`src/hw/rtl/uniform_grid_spatial_hash_top_defines.svh`:
```
// Assertion macros shared by the grid top level
`ifndef UNIFORM_GRID_SPATIAL_HASH_TOP_DEFINES_SVH
`define UNIFORM_GRID_SPATIAL_HASH_TOP_DEFINES_SVH

// Same-cycle implication, clocked on clk, off during reset
`define UGSH_ASSERT_IMP(lbl, ante, cons) \
  lbl: assert property (@(posedge clk) disable iff (!rst_n) (ante) |-> (cons)) \
    else $error("ugsh check failed");

// Next-cycle implication
`define UGSH_ASSERT_NXT(lbl, ante, cons) \
  lbl: assert property (@(posedge clk) disable iff (!rst_n) (ante) |=> (cons)) \
    else $error("ugsh check failed");

`endif

```
`src/hw/rtl/ugsh_pkg.sv`:
```
package ugsh_pkg;

  localparam int MODE_W  = 2;
  localparam int EID_W   = 16;
  localparam int POS_W   = 15;
  localparam int LEN_W   = 14;
  localparam int CS_W    = 13;
  localparam int DIM_W   = 7;
  localparam int DIV_W   = 16;
  localparam int CFG_W   = 13;
  localparam int CFGI_W  = 2;

  localparam logic [MODE_W-1:0] MODE_INSERT = 2'd0;
  localparam logic [MODE_W-1:0] MODE_QUERY  = 2'd1;
  localparam logic [MODE_W-1:0] MODE_CLEAR  = 2'd2;

  localparam logic [CFGI_W-1:0] CFG_CELL_SIZE = 2'd0;
  localparam logic [CFGI_W-1:0] CFG_GRID_COLS = 2'd1;
  localparam logic [CFGI_W-1:0] CFG_GRID_ROWS = 2'd2;

  localparam logic [CS_W-1:0]  CELL_SIZE_RST = 13'd32;
  localparam logic [DIM_W-1:0] GRID_DIM_RST  = 7'd64;

  typedef struct packed {
    logic load_item;
    logic sweep_step;
    logic div_start;
    logic div_latch;
    logic range_calc;
    logic cnt_rd;
    logic cnt_use;
    logic set_trunc;
    logic ent_rd;
    logic ent_take;
    logic cell_next;
    logic fin_load;
  } ugsh_cmd_t;

  typedef struct packed {
    logic              sweep_end;
    logic              div_done;
    logic              op_last;
    logic              any;
    logic [MODE_W-1:0] mode;
    logic              cnt_zero;
    logic              k_max;
    logic              k_next_max;
    logic              s_last;
    logic              x_end;
    logic              y_end;
    logic              pend;
    logic              out_free;
  } ugsh_sts_t;

endpackage

```
`src/hw/rtl/ugsh_ctrl.sv`:
```
module ugsh_ctrl (
  input  logic                clk,
  input  logic                rst_n,
  input  logic                in_valid,
  output logic                in_ready,
  input  ugsh_pkg::ugsh_sts_t st,
  output ugsh_pkg::ugsh_cmd_t cmd
);
  import ugsh_pkg::*;

  localparam logic [3:0] S_CLR      = 4'd0;
  localparam logic [3:0] S_IDLE     = 4'd1;
  localparam logic [3:0] S_DISP     = 4'd2;
  localparam logic [3:0] S_DIV_GO   = 4'd3;
  localparam logic [3:0] S_DIV_WAIT = 4'd4;
  localparam logic [3:0] S_RANGE    = 4'd5;
  localparam logic [3:0] S_CRD      = 4'd6;
  localparam logic [3:0] S_CUSE     = 4'd7;
  localparam logic [3:0] S_ERD      = 4'd8;
  localparam logic [3:0] S_EGOT     = 4'd9;
  localparam logic [3:0] S_NEXT     = 4'd10;
  localparam logic [3:0] S_FIN      = 4'd11;

  logic [3:0] state_r, state_nxt;
  logic       rsp_r, rsp_nxt;

  always_comb begin
    state_nxt = state_r;
    rsp_nxt   = rsp_r;
    cmd       = '0;
    in_ready  = 1'b0;
    case (state_r)
      S_CLR: begin
        cmd.sweep_step = 1'b1;
        if (st.sweep_end) begin
          state_nxt = rsp_r ? S_FIN : S_IDLE;
        end
      end
      S_IDLE: begin
        in_ready = 1'b1;
        if (in_valid) begin
          cmd.load_item = 1'b1;
          state_nxt     = S_DISP;
        end
      end
      S_DISP: begin
        case (st.mode)
          MODE_CLEAR: begin
            rsp_nxt   = 1'b1;
            state_nxt = S_CLR;
          end
          MODE_INSERT, MODE_QUERY: state_nxt = S_DIV_GO;
          default: state_nxt = S_FIN;
        endcase
      end
      S_DIV_GO: begin
        cmd.div_start = 1'b1;
        state_nxt     = S_DIV_WAIT;
      end
      S_DIV_WAIT: begin
        if (st.div_done) begin
          cmd.div_latch = 1'b1;
          state_nxt     = st.op_last ? S_RANGE : S_DIV_GO;
        end
      end
      S_RANGE: begin
        cmd.range_calc = 1'b1;
        state_nxt      = st.any ? S_CRD : S_FIN;
      end
      S_CRD: begin
        cmd.cnt_rd = 1'b1;
        state_nxt  = S_CUSE;
      end
      S_CUSE: begin
        cmd.cnt_use = 1'b1;
        if (st.mode == MODE_INSERT || st.cnt_zero) begin
          state_nxt = S_NEXT;
        end else if (st.k_max) begin
          cmd.set_trunc = 1'b1;
          state_nxt     = S_FIN;
        end else begin
          state_nxt = S_ERD;
        end
      end
      S_ERD: begin
        cmd.ent_rd = 1'b1;
        state_nxt  = S_EGOT;
      end
      S_EGOT: begin
        // hold while the previous hit cannot leave
        if (!(st.pend && !st.out_free)) begin
          cmd.ent_take = 1'b1;
          if (st.s_last) begin
            state_nxt = S_NEXT;
          end else if (st.k_next_max) begin
            cmd.set_trunc = 1'b1;
            state_nxt     = S_FIN;
          end else begin
            state_nxt = S_ERD;
          end
        end
      end
      S_NEXT: begin
        if (st.x_end && st.y_end) begin
          state_nxt = S_FIN;
        end else begin
          cmd.cell_next = 1'b1;
          state_nxt     = S_CRD;
        end
      end
      S_FIN: begin
        if (st.out_free) begin
          cmd.fin_load = 1'b1;
          rsp_nxt      = 1'b0;
          state_nxt    = S_IDLE;
        end
      end
      default: state_nxt = S_IDLE;
    endcase
  end

  always_ff @(posedge clk) begin
    if (!rst_n) begin
      state_r <= S_CLR;
      rsp_r   <= 1'b0;
    end else begin
      state_r <= state_nxt;
      rsp_r   <= rsp_nxt;
    end
  end
endmodule

```
`config.mk`:
```
export PLATFORM = sky130hd
export DESIGN_NAME = ugsh_ctrl
export DESIGN_NICKNAME = d
export VERILOG_FILES = /design/src/hw/rtl/uniform_grid_spatial_hash_top_defines.svh /design/src/hw/rtl/ugsh_pkg.sv /design/src/hw/rtl/ugsh_ctrl.sv
export SDC_FILE = /design/constraint.sdc
export NUM_CORES = 1
export LEC_CHECK = 0
export ABC_AREA = 1
export BUFFER_PORTS_ARGS = -buffer_cell sky130_fd_sc_hd__clkbuf_2
export CORE_MARGIN = 2
export CORE_UTILIZATION = 39
export DETAILED_ROUTE_END_ITERATION = 8
export PLACE_DENSITY = 0.68
export SLEW_MARGIN = 30
export SYNTH_ARGS = -nofsm -noshare
export SYNTH_HDL_FRONTEND = slang
export SYNTH_SLANG_ARGS = --single-unit
```
`constraint.sdc`:
```
create_clock -name clk -period 1.83 [get_ports clk]
set_input_delay 0.0915 -clock clk [delete_from_list [all_inputs] [get_ports clk]]
set_output_delay 0.0915 -clock clk [all_outputs]
set_load 0.005 [all_outputs]
```
==> results of run 1 <==
layout by cell type (no fill, tap or decap):
| cell type | instances |
|---|---|
| nand2_1 | 37 |
| clkbuf_2 | 29 |
| inv_1 | 24 |
| nor2_1 | 22 |
| nand3_1 | 7 |
| o21ai_0 | 5 |
| dfxtp_1 | 5 |
| nand2_2 | 4 |
| nor2_2 | 4 |
| a21oi_1 | 3 |
| clkbuf_4 | 3 |
| nor2_4 | 2 |
| nor3_1 | 2 |
| nand3b_1 | 2 |
| inv_2 | 1 |
| a31o_2 | 1 |
| or2_2 | 1 |
| nand3_2 | 1 |
| a211oi_1 | 1 |
| o21ai_1 | 1 |
| nand4_1 | 1 |
| clkbuf_1 | 1 |
cells by family (layout without fill, tap and decap cells):
logic type / Yosys count / in the layout / share of synthesized area
AO/OA/AOI/OAI: 11 / 11 / 0.09702
buffers and inverters: 25 / 58 / 0.1485
flip-flops: 5 / 5 / 0.1584
AND/OR/NAND/NOR: 83 / 83 / 0.5960
Yosys cell counts (all sizes together):
library cell   n  area, um2
o21ai          6      30.02
dfxtp          5      100.1
a21oi          3      15.01
nand2         41      163.9
nand3b         2      15.01
nand3          8      45.04
or2            1      6.260
nand4          1      6.260
inv           25      93.84
nor2          28      130.1
nor3           2      10.01
a211oi         1      7.510
a31o           1      8.760
path summary, 6_finish.rpt:
path	slack [ns]	cells after the start	end	start
hold / removal	0.1	3	state_r[0]$_SDFFE_PN0P_	rst_n
setup reg to reg	0.41	9	state_r[0]$_SDFFE_PN0P_	state_r[0]$_SDFFE_PN0P_
setup / recovery	0.18	6	cmd[4]	state_r[0]$_SDFFE_PN0P_
hold reg to reg	0.47	2	rsp_r$_SDFFE_PN0P_	rsp_r$_SDFFE_PN0P_
through the flow:
stage,setup slack (ns),utilization
after CTS,0.2283,0.5465
after detailed placement,0.4468,0.5291
after global placement,0.4918,0.5291
after floorplan,0.6468,-
final,0.1814,0.5465
after global routing,0.05773,0.5465
layout make-up:
type,count,share of cell area
multi-input cells,94,0.5319
repair buffers,29,0.1763
flip-flops and latches,5,0.1216
inverters,25,0.1140
clock buffers,4,0.03191
well taps,16,0.02432
registers in the layout, summed over array words and instances, names as in the netlist:
register,cells
state_r,4
rsp_r,1
routing by layer:
| layer | global-route usage | up-vias | share of wire |
|---|---|---|---|
| li1 | - | 442 | - |
| met5 | 0 | - | 0 |
| met4 | 0.01818 | 0 | 0 |
| met3 | 0.04898 | 0 | 0.058 |
| met1 | 0.2277 | 378 | 0.47 |
| met2 | 0.3382 | 23 | 0.48 |
report_power, final:
group	total [mW]	switching [mW]	internal, mW
Combinational	0.438	0.277	0.160
Clock	0.129	0.0468	0.0825
Sequential	0.175	0.0411	0.134
Total	0.742	0.365	0.377
critical path: cells and delay by family (launching register included):
family / cells / cell delay, ns
compound gates: 1 / 0.16
flops: 1 / 0.47
buf+inv: 2 / 0.25
simple gates: 3 / 0.43
==> flow_metrics.tcl, run 1 <==
set metrics [dict create \
    cts_max_level 1 \
    syn2layout_area_growth_pct 30.30 \
    clk_pin_slew_ns 0.04 \
    n_antenna_cell 0 \
    setup.worst_path.start_class "register" \
    cts_resized 0 \
    arrival_ns 1.56 \
    wl_mm 1.714 \
    fillers 176 \
    die_area_um2 1958 \
    rows 14 \
    ctsHoldBuffers 0 \
    die_height_um 44.25 \
    ios 30 \
    initial_utilization 0.4194 \
    max-vdd-ir-drop_mv 0.5002 \
    period_share 0.9009 \
    final_area_um2 823.3 \
    ys_seq_area_frac 0.1584 \
    synthCells 124 \
    first_iter_violations 12 \
    grt.overflow.total 0 \
    root_buffer "clkbuf_4" \
    cp_cell_sequence "inv_1 -> nor2_1 -> nand2_1 -> nor2_1 -> a31o_2 -> clkbuf_2" \
    relSlewSlack 0.8048 \
    end_kind "output port" \
    clk_latency_ns 0.24 \
    final_nets 175 \
    criticalPathCategory "reg2out" \
    critical-path-max-stage-delay_ns 0.47 \
    cp_data_required_time_ns 1.74 \
    syn_nets 141 \
    powerDensity_nw_per_um2 901.2 \
    grt_pass1_vias 719 \
    slowest_stage "dfxtp_1" \
    grt_max_degree 8 \
    synth_area_per_cell_um2 5.096 \
    layout.cells.non_filler 173 \
    ant_nets 0 \
    coreArea_um2 1506 \
    die_w_um 44.25 \
    dp_cells 169 \
    finalSetupTns_ns 0 \
    grt_pass1_wl_mm 2.780 \
    setup_viol 0 \
    ys_types 19 \
    slew_viol_final 0 \
    via_per_inst 4.873 \
    fmax_mhz 606.6 \
    cpMostUsedCell "nor2_1" \
    cts_buffers 3 \
    layout_min_cycle_time_ns 1.649 \
    hp-class "in2reg" \
    ys_ff_latch 5 \
    tritoncts "done" \
    multiInputGateArea_um2 437.9 \
    track_usage 0.1867 \
    routabilityCongestion 0.8897 \
    clock_path_buffers 2 \
    antenna_found_initial 0 \
    cts_setup_buffers 0 \
    power_uw 741.9 \
    worst_pin_slew_ns 0.2905 \
    yosys_warnings 0 \
    maxCapViolations 0 \
    p_leak_nw 0.5050 \
    crit_path_max_fanout 6 \
    whs_ns 0.09817 \
    io_buffers 29 \
    clkSinkCount 5 \
    dr_total_vias 843 \
    drc 0 \
    hpwlAfterDp_mm 1.504 \
    placed_area_um2 797.0 \
    status "complete, no violations" \
    firstDrtPassIters 4 \
    skew_ns 0.008134 \
    rsz0062_at_grt "false" \
    seqCellArea_um2 100.1 \
    synth_area_um2 631.9 \
    hold_viol 0 \
    wl_per_cell_um 9.908 \
    drive_above_1_share 0.2930 \
]
Note: power is estimated with default switching activity, not from simulation.
==> run 2, diff against run 1 <==
==> constraint.sdc (replaced) <==
create_clock -name clk -period 1.83 [get_ports clk]
set_input_delay 0 -clock clk [delete_from_list [all_inputs] [get_ports clk]]
set_output_delay 0 -clock clk [all_outputs]
set_load 0.005 [all_outputs]
==> run 2 against run 1 <==
Effect of this change: critical path depth stayed put; flip-flop and latch count unchanged; clock skew shrank 0.0014 ns; global-route usage increased by 0.42 points; largest power group unchanged.
==> flow_metrics.tcl, run 2 (synthesized netlist as in run 1, its figures left out) <==
set metrics [dict create \
    status "complete, no violations" \
    n_antenna_cell 0 \
    setup_ws_ns 0.2657 \
    final_core_util 0.5532 \
    hp-class "in2reg" \
    cp_cell_sequence "inv_1 -> nor2_1 -> nand2_1 -> nor2_1 -> a31o_2 -> clkbuf_2" \
    cts_resized 0 \
    dr_total_vias 849 \
    drive_above_1_share 0.2911 \
    powerDensity_nw_per_um2 897.1 \
    syn2layout_area_growth_pct 31.88 \
    relSlewSlack 0.8050 \
    rsz0062_at_grt "false" \
    p_int_uw 378.2 \
    route.met3.wl_um 106 \
    dp_cells 169 \
    skew_ns 0.006721 \
    p_clk_frac 0.178 \
    routed-wl-met2_um 819 \
    top_regs "state_r (4), rsp_r (1)" \
    cts_max_level 1 \
    highest_layer "met4" \
    final_nets 176 \
    max-vdd-ir-drop_mv 0.5004 \
    power_uw 747.5 \
    slowest_stage "dfxtp_1" \
    die_w_um 44.25 \
    track_usage 0.1909 \
    m1WireLength_um 792 \
    layout_min_cycle_time_ns 1.564 \
    layout.cells.non_filler 174 \
    wl_per_cell_um 9.931 \
    rows 14 \
    root_buffer "clkbuf_4" \
    antenna_found_initial 0 \
    clkSinkCount 5 \
    maxCapViolations 0 \
    finalSetupTns_ns 0 \
    slew_viol_final 0 \
    p_sw_frac 0.4941 \
    firstDrtPassIters 4 \
    final_cell_mix "nand2_1 (37), clkbuf_2 (29), inv_1 (24), nor2_1 (22), nand3_1 (7)" \
    tritoncts "done" \
    coreArea_um2 1506 \
    die_area_um2 1958 \
    hold_viol 0 \
    grt_pass1_vias 723 \
    rr_worst_depth 9 \
    wl_mm 1.728 \
    via_per_inst 4.879 \
    first_iter_violations 13 \
    grt.overflow.total 0 \
    final_common_cell "nand2_1" \
    switchingPower_uw 369.3 \
    arrival_ns 1.56 \
    io_buffers 29 \
    clk_latency_ns 0.25 \
    critical-path-max-stage-delay_ns 0.47 \
    initial_utilization 0.4194 \
    cp_data_required_time_ns 1.83 \
    ant_nets 0 \
    worst_pin_slew_ns 0.2903 \
    dpl_worst_slack_ns 0.4468 \
    crit_path_max_fanout 6 \
    grt_pass1_wl_mm 2.822 \
    routabilityCongestion 0.8897 \
    hpwlAfterDp_mm 1.504 \
    regMostFlops "state_r" \
    grt_max_degree 8 \
    cpMostUsedCell "nor2_1" \
    clock_path_buffers 2 \
    cts_buffers 3 \
    die_height_um 44.25 \
    seqPwrFrac 0.234 \
    criticalPathCategory "reg2out" \
    setup.worst_path.start_class "register" \
    fmax_mhz 639.3 \
    ios 30 \
    largest_reg_flops 4 \
    period_share 0.8548 \
    clk_pin_slew_ns 0.04 \
    min_path_cells 3 \
    combPwrFrac 0.588 \
    end_kind "output port" \
    drc 0 \
    setup_viol 0 \
    p_leak_nw 0.5091 \
]
## run 2: changes by cell type in the layout (fill, tap and decap cells not counted), sizes merged
cell and change:
dlygate4sd3 +1
## run 2: per-stage QoR
step / cell area (um2) / hold WS, ns
4_1_cts: 833.3 / 0.07581
3_3_place_gp: 797.0 / 0.2504
5_1_grt: 833.3 / 0.08503
3_5_place_dp: 797.0 / 0.2515
6_report: 833.3 / 0.07102
2_1_floorplan: 631.9 / 0.09227
## run 2: power by group through the flow
| stage | Combinational [mW] | Clock, mW | Sequential (mW) |
|---|---|---|---|
| global route | 0.496 | 0.144 | 0.177 |
| floorplan | 0.318 | 0 | 0.163 |
| detailed placement | 0.437 | 0 | 0.175 |
| finish | 0.439 | 0.133 | 0.175 |
| CTS | 0.440 | 0.136 | 0.173 |
| global placement | 0.438 | 0 | 0.171 |
## run 2: routing by layer
layer / vias up / GRT usage
met3: 2 / 0.04898
met4: 0 / 0.03636
li1: 443 / -
met2: 23 / 0.3471
met5: - / 0
met1: 381 / 0.2252
## run 2: worst max-delay path: cells and delay by family, from the launching register on
family / cells / cell delay, ns
flip-flops: 1 / 0.47
AND/OR/NAND/NOR: 3 / 0.43
buffers and inverters: 2 / 0.25
AO/OA/AOI/OAI: 1 / 0.16
## run 2: final timing paths
| kind | slack (ns) | startpoint | to |
|---|---|---|---|
| max reg2reg | 0.41 | state_r[0]$_SDFFE_PN0P_ | state_r[0]$_SDFFE_PN0P_ |
| max | 0.27 | state_r[0]$_SDFFE_PN0P_ | cmd[4] |
| min | 0.07 | st[9] | rsp_r$_SDFFE_PN0P_ |
| min reg2reg | 0.47 | rsp_r$_SDFFE_PN0P_ | rsp_r$_SDFFE_PN0P_ |
## run 2: final cells by class
class / count / area, um2
clock buffers: 4 / 26.28
fillers: 175 / 673.1
inverters: 25 / 93.84
multi-input cells: 94 / 437.9
flip-flops and latches: 5 / 100.1
well taps: 16 / 20.02
repair buffers: 30 / 155.1
## run 2: timing repair
item                                    CTS  global route
hold buffers                              1             0
endpoints found under the setup margin    0             0
hold endpoints to repair                  1             0
setup buffers                             0             0
==> run 3, diff against run 2 <==
--- a/config.mk
+++ b/config.mk
@@ -10,6 +10,7 @@
 export CORE_MARGIN = 2
 export CORE_UTILIZATION = 39
 export DETAILED_ROUTE_END_ITERATION = 8
+export GPL_TIMING_DRIVEN = 0
 export PLACE_DENSITY = 0.68
 export SLEW_MARGIN = 30
 export SYNTH_ARGS = -nofsm -noshare
==> run 3 against run 2 <==
Effect of this change: cell count shrank 0.57%; critical path type unchanged; global-route usage fell by 0.93 points; combinational power down 2%; die area is the same; sequential share of layout area increased by 0.15 points; core utilization shrank 0.66 points; flip-flop and latch count unchanged; sequential power barely moved; maximum frequency increased by 9.3%; non-clock buffer count down 1.
==> flow_metrics.tcl, run 3 (synthesized netlist as in run 1, its figures left out) <==
set metrics [dict create \
    status "complete, no violations" \
    dr_total_vias 825 \
    track_usage 0.1817 \
    coreArea_um2 1506 \
    grt_max_degree 8 \
    drive_above_1_share 0.2930 \
    skew_ns 0.002690 \
    routed-wl-met2_um 731 \
    die_height_um 44.25 \
    cpMostUsedCell "nor2_1" \
    criticalPathCategory "reg2out" \
    setup_viol 0 \
    ctsHoldBuffers 0 \
    grt.overflow.total 0 \
    ff2ff_setup_slack_ns 0.46 \
    drc 0 \
    setup.worst_path.start_class "register" \
    multiInputGateArea_um2 437.9 \
    clk_pin_slew_ns 0.04 \
    hp-class "in2reg" \
    first_iter_violations 24 \
    powerDensity_nw_per_um2 882.0 \
    route.met3.wl_um 105 \
    worst_r2r_endpoint "state_r[0]$_SDFFE_PN0P_" \
    end_kind "output port" \
    highest_layer "met4" \
    setup_ws_ns 0.3987 \
    tritoncts "done" \
    worst_pin_slew_ns 0.2714 \
    cts_buffers 3 \
    seqCellArea_um2 100.1 \
    wl_per_cell_um 9.237 \
    p_leak_nw 0.5050 \
    hpwlAfterDp_mm 1.427 \
    cp_cell_sequence "inv_1 -> nor2_1 -> nand2_1 -> nor2_1 -> a31o_2 -> clkbuf_2" \
    r2r-start "state_r[1]$_SDFFE_PN0P_" \
    io_buffers 29 \
    top_regs "state_r (4), rsp_r (1)" \
    hold_start "rst_n" \
    power_uw 726.1 \
    antenna_found_initial 0 \
    final_cell_mix "nand2_1 (37), clkbuf_2 (29), inv_1 (24), nor2_1 (22), nand3_1 (7)" \
    final_area_um2 823.3 \
    cts_resized 0 \
    regMostFlops "state_r" \
    min_path_cells 3 \
    path_buf_inv 2 \
    rr_worst_depth 9 \
    slowest_stage "dfxtp_1" \
    die_area_um2 1958 \
    finalSetupTns_ns 0 \
    clk_latency_ns 0.23 \
    maxCapViolations 0 \
    fmax_mhz 698.7 \
    m1WireLength_um 751 \
    firstDrtPassIters 4 \
    cts_max_level 1 \
    final_nets 175 \
    via_per_inst 4.769 \
    largest_reg_flops 4 \
    root_buffer "clkbuf_4" \
    die_w_um 44.25 \
    final_common_cell "nand2_1" \
    fillers 158 \
    n_antenna_cell 0 \
    rsz0062_at_grt "false" \
    clock_path_buffers 2 \
    grt_pass1_wl_mm 2.760 \
    cts_setup_buffers 0 \
    ios 30 \
    grt_pass1_vias 698 \
    crit_path_max_fanout 6 \
    cp_top_family "flip-flops" \
    cp_data_required_time_ns 1.83 \
    layout_min_cycle_time_ns 1.431 \
    routabilityCongestion 0.8531 \
    clkSinkCount 5 \
    relSlewSlack 0.8177 \
    ant_nets 0 \
    placed_area_um2 797.0 \
    min_to "state_r[0]$_SDFFE_PN0P_" \
    max-vdd-ir-drop_mv 0.7079 \
    period_share 0.7821 \
    rows 14 \
    dpl_worst_slack_ns 0.4823 \
    syn2layout_area_growth_pct 30.30 \
    arrival_ns 1.43 \
    critical-path-max-stage-delay_ns 0.44 \
    slew_viol_final 0 \
    initial_utilization 0.4194 \
    hold_viol 0 \
    wl_mm 1.598 \
]
[run 3: cell count changes in the layout (fill, tap and decap cells not counted), sizes merged]
cell / change
dlygate4sd3: -1
[run 3: tightest hold or removal path: stages]
cell and delay [ns]:
clkbuf_2 0.09, o21ai_1 0.06, nor2_1 0.04
[run 3: layout make-up]
type / instances / area share
multi-input combinational: 94 / 0.5319
timing repair buffer: 29 / 0.1763
sequential: 5 / 0.1216
inverter: 25 / 0.1140
clock buffer: 4 / 0.03191
tap: 16 / 0.02432
[run 3: how the worst max path moves through the flow]
stage                            startpoint                 endpoint  depth (start not counted)
CTS                 state_r[0]$_SDFFE_PN0P_                   cmd[4]                          6
global placement    state_r[2]$_SDFFE_PN0P_  state_r[0]$_SDFFE_PN0P_                          9
global route        state_r[1]$_SDFFE_PN0P_                   cmd[4]                          6
finish              state_r[0]$_SDFFE_PN0P_                   cmd[4]                          6
floorplan           state_r[3]$_SDFFE_PN0P_  state_r[0]$_SDFFE_PN0P_                          9
detailed placement  state_r[0]$_SDFFE_PN0P_  state_r[0]$_SDFFE_PN0P_                          9
[run 3: where the power goes]
part           internal (mW)  total, mW  switching (mW)
Combinational          0.160      0.431           0.271
Sequential             0.134      0.174          0.0404
Clock                 0.0820      0.121          0.0386
Total                  0.376      0.726           0.350
[run 3: metal layers]
| metal | track usage | vias up |
|---|---|---|
| li1 | - | 440 |
| met1 | 0.2351 | 356 |
| met2 | 0.3294 | 27 |
| met3 | 0.03673 | 2 |
| met4 | 0 | 0 |
| met5 | 0 | - |
[run 3: per-stage QoR]
stage,hold slack [ns],std cells,utilization
2_1_floorplan,0.09227,124,-
3_3_place_gp,0.2472,169,0.5291
3_5_place_dp,0.2535,169,0.5291
6_report,0.01201,173,0.5465
5_1_grt,0.03950,173,0.5465
4_1_cts,0.01051,173,0.5465
